--- config.mk ---
export PLATFORM = sky130hd
export DESIGN_NAME = sfa_ctrl
export DESIGN_NICKNAME = d
export VERILOG_FILES = /design/src/sfa_pkg.sv /design/src/sfa_ctrl.sv
export SDC_FILE = /design/constraint.sdc
export NUM_CORES = 1
export LEC_CHECK = 0
export ABC_AREA = 1
export ABC_CLOCK_PERIOD_IN_PS = 6200
export BUFFER_PORTS_ARGS = -buffer_cell sky130_fd_sc_hd__buf_2
export CORE_ASPECT_RATIO = 0.6
export CORE_UTILIZATION = 58
export DETAILED_ROUTE_END_ITERATION = 6
export GPL_ROUTABILITY_DRIVEN = 0
export MAX_ROUTING_LAYER = met4
export PLACE_DENSITY_LB_ADDON = 0.05
export SETUP_SLACK_MARGIN = 0.3
export SYNTH_ARGS = -nofsm -noshare
export SYNTH_HDL_FRONTEND = slang
export SYNTH_SLANG_ARGS = --single-unit
--- constraint.sdc ---
create_clock -name clk_i -period 6.2 [get_ports clk_i]
set_input_delay 1.24 -clock clk_i [delete_from_list [all_inputs] [get_ports clk_i]]
set_output_delay 1.24 -clock clk_i [all_outputs]
set_load 0.1 [all_outputs]
--- src/sfa_pkg.sv ---
package sfa_pkg;

  // Default sizes of the two stacks and of a stored frame number.
  localparam int unsigned DEF_LOW_DEPTH  = 4096;
  localparam int unsigned DEF_HIGH_DEPTH = 4096;
  localparam int unsigned DEF_FRAME_BITS = 40;

  // Field widths on the ports.
  localparam int unsigned OP_W    = 3;
  localparam int unsigned FRAME_W = 40;
  localparam int unsigned COUNT_W = 14;
  localparam int unsigned STAT_W  = 2;

  // Frames whose address lies below the 4 GiB boundary belong to the low stack.
  localparam logic [31:0] BOUNDARY_ADDR  = 32'hFFFF_F000;
  localparam int unsigned PAGE_SHIFT     = 12;
  localparam logic [FRAME_W-1:0] LOW_TOP_FRAME =
    FRAME_W'(BOUNDARY_ADDR >> PAGE_SHIFT);
  localparam int unsigned LOW_FRAME_BITS = 32 - PAGE_SHIFT;

  typedef enum logic [OP_W-1:0] {
    OP_PUSH      = 3'd0,
    OP_POP       = 3'd1,
    OP_POP_LOW   = 3'd2,
    OP_POP_RESV  = 3'd3,
    OP_RESERVE   = 3'd4,
    OP_UNRESERVE = 3'd5
  } op_e;

  typedef enum logic [STAT_W-1:0] {
    ST_OK      = 2'd0,
    ST_REFUSED = 2'd1,
    ST_FULL    = 2'd2,
    ST_BAD     = 2'd3
  } status_e;

  // Which stack, if any, supplies the frame of a result.
  typedef enum logic [1:0] {
    SRC_NONE = 2'd0,
    SRC_LOW  = 2'd1,
    SRC_HIGH = 2'd2
  } src_e;

  typedef struct packed {
    logic [OP_W-1:0]    operation;
    logic [FRAME_W-1:0] frame_number;
    logic [COUNT_W-1:0] frame_count;
  } req_t;

  typedef struct packed {
    status_e            status;
    src_e               src;
    logic [COUNT_W-1:0] frames_free;
    logic [COUNT_W-1:0] frames_held;
  } result_t;

endpackage

--- src/sfa_ctrl.sv ---
module sfa_ctrl
  import sfa_pkg::*;
#(
  parameter int unsigned LOW_DEPTH  = DEF_LOW_DEPTH,
  parameter int unsigned HIGH_DEPTH = DEF_HIGH_DEPTH,
  parameter int unsigned FRAME_BITS = DEF_FRAME_BITS,
  localparam int unsigned LAW = $clog2(LOW_DEPTH),
  localparam int unsigned HAW = $clog2(HIGH_DEPTH),
  localparam int unsigned HW  = (FRAME_BITS < FRAME_W) ? FRAME_BITS : FRAME_W
) (
  input  logic                  clk_i,
  input  logic                  rst_ni,
  input  logic                  advance_i,
  input  req_t                  req_i,
  output logic                  low_wr_en_o,
  output logic [LAW-1:0]        low_wr_addr_o,
  output logic [LOW_FRAME_BITS-1:0] low_wr_data_o,
  output logic                  low_rd_en_o,
  output logic [LAW-1:0]        low_rd_addr_o,
  output logic                  high_wr_en_o,
  output logic [HAW-1:0]        high_wr_addr_o,
  output logic [HW-1:0]         high_wr_data_o,
  output logic                  high_rd_en_o,
  output logic [HAW-1:0]        high_rd_addr_o,
  output result_t               result_o
);

  localparam int unsigned LFW   = $clog2(LOW_DEPTH + 1);
  localparam int unsigned HFW   = $clog2(HIGH_DEPTH + 1);
  localparam int unsigned TOT_W = $clog2(LOW_DEPTH + HIGH_DEPTH + 1);
  localparam int unsigned CW    = (TOT_W > COUNT_W) ? TOT_W : COUNT_W;

  logic [LFW-1:0] low_fill_q, low_fill_d, low_fill_dec;
  logic [HFW-1:0] high_fill_q, high_fill_d, high_fill_dec;
  logic [CW-1:0]  resv_q, resv_d;
  logic [CW-1:0]  free_now, free_next, count_ext;
  logic           low_we, high_we, low_pop, high_pop;
  logic           frame_bad, frame_is_low, prefer_high;
  status_e        status;
  result_t        result_q;

  assign free_now     = CW'(low_fill_q) + CW'(high_fill_q);
  assign count_ext    = CW'(req_i.frame_count);
  assign frame_bad    = (req_i.frame_number == '0) || ((req_i.frame_number >> FRAME_BITS) != '0);
  assign frame_is_low = (req_i.frame_number <= LOW_TOP_FRAME);
  assign prefer_high  = (high_fill_q != '0);
  assign low_fill_dec  = low_fill_q - 1'b1;
  assign high_fill_dec = high_fill_q - 1'b1;

  always_comb begin
    status   = ST_OK;
    low_we   = 1'b0;
    high_we  = 1'b0;
    low_pop  = 1'b0;
    high_pop = 1'b0;
    resv_d   = resv_q;
    unique case (op_e'(req_i.operation))
      OP_PUSH: begin
        if (frame_bad) begin
          status = ST_BAD;
        end else if (frame_is_low) begin
          if (low_fill_q == LFW'(LOW_DEPTH)) status = ST_FULL;
          else low_we = 1'b1;
        end else begin
          if (high_fill_q == HFW'(HIGH_DEPTH)) status = ST_FULL;
          else high_we = 1'b1;
        end
      end
      OP_POP: begin
        if (free_now <= resv_q) begin
          status = ST_REFUSED;
        end else begin
          high_pop = prefer_high;
          low_pop  = !prefer_high;
        end
      end
      OP_POP_LOW: begin
        if (low_fill_q == '0) status = ST_REFUSED;
        else low_pop = 1'b1;
      end
      OP_POP_RESV: begin
        if (resv_q == '0 || free_now == '0) begin
          status = ST_BAD;
        end else begin
          resv_d   = resv_q - 1'b1;
          high_pop = prefer_high;
          low_pop  = !prefer_high;
        end
      end
      OP_RESERVE: begin
        if (free_now < resv_q || (free_now - resv_q) < count_ext) status = ST_REFUSED;
        else resv_d = resv_q + count_ext;
      end
      OP_UNRESERVE: begin
        if (count_ext > resv_q) status = ST_BAD;
        else resv_d = resv_q - count_ext;
      end
      default: status = ST_BAD;
    endcase
  end

  always_comb begin
    low_fill_d  = low_fill_q;
    high_fill_d = high_fill_q;
    if (low_we)   low_fill_d  = low_fill_q + 1'b1;
    if (low_pop)  low_fill_d  = low_fill_dec;
    if (high_we)  high_fill_d = high_fill_q + 1'b1;
    if (high_pop) high_fill_d = high_fill_dec;
  end

  assign free_next = CW'(low_fill_d) + CW'(high_fill_d);

  assign low_wr_en_o    = advance_i && low_we;
  assign low_wr_addr_o  = low_fill_q[LAW-1:0];
  assign low_wr_data_o  = req_i.frame_number[LOW_FRAME_BITS-1:0];
  assign low_rd_en_o    = advance_i && low_pop;
  assign low_rd_addr_o  = low_fill_dec[LAW-1:0];
  assign high_wr_en_o   = advance_i && high_we;
  assign high_wr_addr_o = high_fill_q[HAW-1:0];
  assign high_wr_data_o = req_i.frame_number[HW-1:0];
  assign high_rd_en_o   = advance_i && high_pop;
  assign high_rd_addr_o = high_fill_dec[HAW-1:0];

  always_ff @(posedge clk_i or negedge rst_ni) begin
    if (!rst_ni) begin
      low_fill_q  <= '0;
      high_fill_q <= '0;
      resv_q      <= '0;
    end else if (advance_i) begin
      low_fill_q  <= low_fill_d;
      high_fill_q <= high_fill_d;
      resv_q      <= resv_d;
    end
  end

  always_ff @(posedge clk_i) begin
    if (advance_i) begin
      result_q.status      <= status;
      result_q.src         <= high_pop ? SRC_HIGH : (low_pop ? SRC_LOW : SRC_NONE);
      result_q.frames_free <= free_next[COUNT_W-1:0];
      result_q.frames_held <= resv_d[COUNT_W-1:0];
    end
  end

  assign result_o = result_q;

endmodule

=== Word-level counts from Yosys, hierarchy flattened ===
Index checks and enable logic that the tools add are counted.

* Word-level logic and storage cells: 76
* Bits in read-only memories: 0
* Memories kept: 0
* Output and inout bits: 144
* RAM bits: 0
* Bits of input ports: 60
* Flip-flop bits (word level): 72
* Bits in latches: 0

* Multipliers: 0
* Reductions and logical operators: 13
* Multiplexer cells: 34
* Divide/modulo/power cells: 0
* Bitwise logic cells: 0
* Eq/ne operators: 7
* Shift operators: 0
* Add/sub/neg operators: 10
* $lt $le $gt $ge: 5

{| class="wikitable"
|+ Operators with widths
! operator !! number
|-
| $mux 13 || 4
|-
| $mux 14 || 3
|-
| $pmux 14 s3 || 1
|-
| $le 40x20->1 const B || 1
|-
| $logic_not 40->1 || 1
|-
| $add 13x13->14 || 2
|-
| $logic_not 14->1 || 2
|-
| $lt 14x14->1 || 2
|-
| $sub 14x14->14 || 2
|-
| $add 13x1->13 const B || 2
|-
| $eq 13x13->1 const B || 2
|-
| $sub 13x1->13 const B || 2
|-
| $mux 1 || 17
|-
| $add 14x14->14 || 1
|-
| $gt 14x14->1 || 1
|-
| $le 14x14->1 || 1
|-
| $sub 14x1->14 const B || 1
|-
| $logic_not 13->1 || 1
|-
| $reduce_bool 13->1 || 1
|-
| $mux 2 || 6
|-
| $pmux 2 s6 || 1
|-
| $eq 3x2->1 const B || 2
|-
| $eq 3x3->1 const B || 2
|-
| $logic_and 1x1->1 || 4
|-
| other kinds (6) || 7
|}

=== Logic depth before layout (Yosys ltp) ===
* Word-level depth: 8
* Gate-level depth with buffers: 36
* Mapped depth without buffers: 35

=== Least setup slack after synthesis ===
OpenSTA, ideal clock, no wires.

* Kind: flip-flop to output port
* From: register high_fill_q[0]
* To: output port high_rd_en_o
* Path buffers: 1
* Arrival time: 4,420 ps
* Stages on the path, launching flop included: 21
* Slack: 540 ps
* Required time: 4,960 ps
* Cell sequence: dfrtp_1 ha_1 inv_1 fa_1 inv_1 nand3_1 nand2_2 nand2_2 nand2_4 xor2_4 inv_1 ha_1 nand2_1 nor2_1 nand3_1 o21ai_2 nand4_1 nand2_4 inv_4 buf_12 nor2_1

* Cells in the longest elaborated chain, start to end: 6
* Elaborated cells between the ends (all ways): 9
* Those cells by class: 1 x add/sub; 1 x order compare; 3 x mux; 4 x reduce/logical

{| class="wikitable"
|+ Ends and longest elaborated chain
! what !! line !! source
|-
| from (decl) || sfa_ctrl.sv:34 || <nowiki>logic [HFW-1:0] high_fill_q, high_fill_d, high_fill_dec;</nowiki>
|-
| from (signal assigned) || sfa_ctrl.sv:131 || <nowiki>high_fill_q <= high_fill_d;</nowiki>
|-
| parallel branches: the longest is 4 deep, another holds $add 13x13->14 || n/a ||
|-
| $pmux 1 s2 * || sfa_ctrl.sv:57 || <nowiki>unique case (op_e'(req_i.operation))</nowiki>
|-
| $logic_and 1x1->1 * || sfa_ctrl.sv:121 || <nowiki>assign high_rd_en_o = advance_i && high_pop;</nowiki>
|-
| to (decl) || sfa_ctrl.sv:23 || <nowiki>output logic high_rd_en_o,</nowiki>
|}

Every way passes the cells marked *.

=== Final worst setup path ===
* From: register low_fill_q[0]
* To: output port high_rd_en_o

* Cells in the longest elaborated chain, start to end: 6
* Elaborated cells between the ends (all ways): 8
* Those cells by class: 1 x add/sub; 1 x order compare; 3 x mux; 3 x reduce/logical

{| class="wikitable"
|+ Ends and longest elaborated chain
! what !! line !! source
|-
| from (decl) || sfa_ctrl.sv:33 || <nowiki>logic [LFW-1:0] low_fill_q, low_fill_d, low_fill_dec;</nowiki>
|-
| from (signal assigned) || sfa_ctrl.sv:130 || <nowiki>low_fill_q <= low_fill_d;</nowiki>
|-
| $add 13x13->14 * || sfa_ctrl.sv:42 || <nowiki>assign free_now = CW'(low_fill_q) + CW'(high_fill_q);</nowiki>
|-
| parallel branches: the longest is 3 deep, another holds $le 14x14->1 || n/a ||
|-
| $pmux 1 s2 * || sfa_ctrl.sv:57 ||
|-
| $logic_and 1x1->1 * || sfa_ctrl.sv:121 ||
|}

Marked as above.

==> impl_metrics.toml <==
[critical_path]
cp-end-kind = "output port"
cp.buffers_inverters = 5
r2r_cells = 32
cp_top_family = "simple AND/OR/NAND/NOR gates"
cp_slowest_cell = "dfrtp_2"
path_class = "reg -> out"
path_depth = 20
crit_required_ns = 4.96
worst_path_largest_cell_delay_ns = 0.45
start_kind = "flop"
path_cells = "ha_1, inv_1, fa_1, inv_1, nand3_1, nand2_2, nand2_2, nand2_4, xor2_4, inv_1, ha_1, nand2_1, nor2_1, nand3_1, o21ai_4, nand4_1, nand2_4, inv_8, nor2_1, buf_2"
critical_path_arrival_ns = 4.47
crit_top_cell = "inv_1"
crit_fanout = 15

[global_routing]
antenna_found_initial = 3
grt_max_degree = 74
grt_pass1_wl_um = 51800
grt_pass1_vias = 9118
gr-usage-all-layers_pct = 39.5
grt_remaining_overflow = 0

[timing]
worst_pin_slew_ns = 1.13
whs_ns = 0.597
setup_viol = 0
rsz0062_at_grt = "true"
tns_ns = 0
min_period_over_period_pct = 92.0
slew_viol_final = 0
hold_viol = 0
min_period_ns = 5.71
fin_ws_ns = 0.495
slew_headroom_pct = 24.8
clock.fmax_mhz = 175
skew_ns = 0.00954

[die]
core_um2 = 16500
die_area_um2 = 17800
dieWidth_um = 172
initial_core_util_pct = 60.5
die_h_um = 104
rows = 36
ioPinCount = 204

[place]
port_buffers = 203
placed_cells = 1812
dp_hpwl_um = 27500
preCtsSetupSlack_ns = 0.579

[min_path]
hold_depth = 2
hold_path_class = "reg -> reg"

[clock_network]
htreeDepth = 3
cts_setup_buffers = 0
max-clock-path-buffers = 2
clkSlewWorstSetupHoldPaths_ns = 0.07
cts.sinks = 72
cts_buffers = 9
cts-root-buf = "clkbuf_16"
cts_tree = "built"
clk_latency_ns = 0.36

[drt]
drt_iter0_drc = 1424
drc = 0
vias = 10500
wl_um = 34200
viasPerCell = 5.75
wl_per_cell_um = 18.7
drtPass1Iterations = 6
drtAntennaViolNets = 0

[cells_and_area]
drive_gt1_share_pct = 19.1
layout_commonest_cell = "nand2_1"
fill_cells = 1533
post_layout_nonfiller_instances = 1830
final_cell_mix = "375 x nand2_1, 203 x buf_2, 194 x inv_1, 120 x nand3_1, 100 x nor2_1"
fin_nets = 1745
syn2layout_area_growth_pct = 9.63

[logic_synthesis]
yosys_warnings = 0
synth_cell_types = 57
synthCells = 1488
ys.flop_type = "dfrtp_1"
syn_avg_cell_area_um2 = 6.72
synth_edf_count = 32
async_flop_share_pct = 55.6
yosysSeqAreaShare_pct = 19.6
ys_ff_latch = 72
syn_area_um2 = 10000
syn_nets = 1638

[status]
outcome = "finished clean"

[flow_run]
drv_cap = 0
-- logic make-up after synthesis --
logic type      share of synthesized area (%)
simple gates                             35.6
buf+inv                                  16.4
compound gates                           8.36
xor+xnor                                 8.42
fa+ha+maj                                11.6
flops                                    19.6
-- final cells by class --
cell class | count | area (um^2) | area share [%]
Tap cell | 228 | 285 | 2.60
Multi-Input combinational cell | 1086 | 6430 | 58.7
Sequential cell | 72 | 1960 | 17.9
Clock inverter | 6 | 115 | 1.05
Timing Repair Buffer | 222 | 1160 | 10.6
Inverter | 204 | 776 | 7.08
Antenna cell | 2 | 5.00 | 0.0457
Clock buffer | 10 | 229 | 2.09
-- routing by layer --
metal  share of wire [%]  vias to the layer above  GRT usage (%)
li1                    -                     4996              -
met2                  38                      728           50.2
met1                  44                     4754           59.2
met3                  17                       39           13.2
met5                   0                        -              -
met4                 1.2                        0           7.21
-- Yosys cell counts (4+ instances only) --
cell	count	area [um^2]
nand2_4	4	45.0
xnor2_1	12	105
ha_1	85	1060
clkbuf_1	19	71.3
nand2_2	17	106
nor2_1	100	375
nor2_2	6	37.5
xor2_1	81	709
a21oi_1	65	325
inv_1	194	728
nor2_4	4	45.0
o21ai_1	4	20.0
edfxtp_1	32	961
buf_4	87	653
nand3_1	121	606
nand4_2	5	62.6
buf_2	13	65.1
o21ai_0	27	135
buf_6	5	56.3
o21bai_1	6	45.0
dfrtp_1	40	1000
o211ai_1	18	135
and2_1	20	125
nor4_1	12	75.1
nand4_1	59	369
fa_1	5	100
inv_2	7	26.3
nor3_1	22	110
nand2_1	376	1410
-- state kept, by name (all words and copies together), names as in the netlist --
name and cells:
high_fill_q 13, low_fill_q 13, resv_q 14, result_o 32
-- worst reg2reg max path: cells and delay by family, from the launching register on --
| family | cells | cell delay (ns) |
|---|---|---|
| and+or+nand+nor | 16 | 1.67 |
| DFF | 1 | 0.45 |
| adders and majority gates | 4 | 1.34 |
| AOI/OAI and AO/OA | 9 | 1.53 |
| buffers and inverters | 3 | 0.39 |
-- final timing paths --
kind	startpoint	end	slack, ns
max	low_fill_q[0]	high_rd_en_o	0.49
min	resv_q[12]	resv_q[12]	0.60
max reg2reg	low_fill_q[0]	result_o[27]	0.57
min reg2reg	resv_q[12]	resv_q[12]	0.60
max in group asynchronous	rst_ni	low_fill_q[0]	4.34
min in group asynchronous	rst_ni	low_fill_q[10]	1.10
-- through the flow --
step	area, um^2	util, %
after floorplan	10000	-
after global routing	11000	66.3
after CTS	10900	66.0
after global placement	10600	64.0
after detailed placement	10600	64.0
final	11000	66.3
-- timing repair --
item	in CTS	in global routing
resized for setup	0	10
hold buffers	0	0
endpoints found under the setup margin	0	24
Power is left out: the tool's default activity adds up to more than one toggle a clock period on the data nets, which glitch-free logic cannot reach.
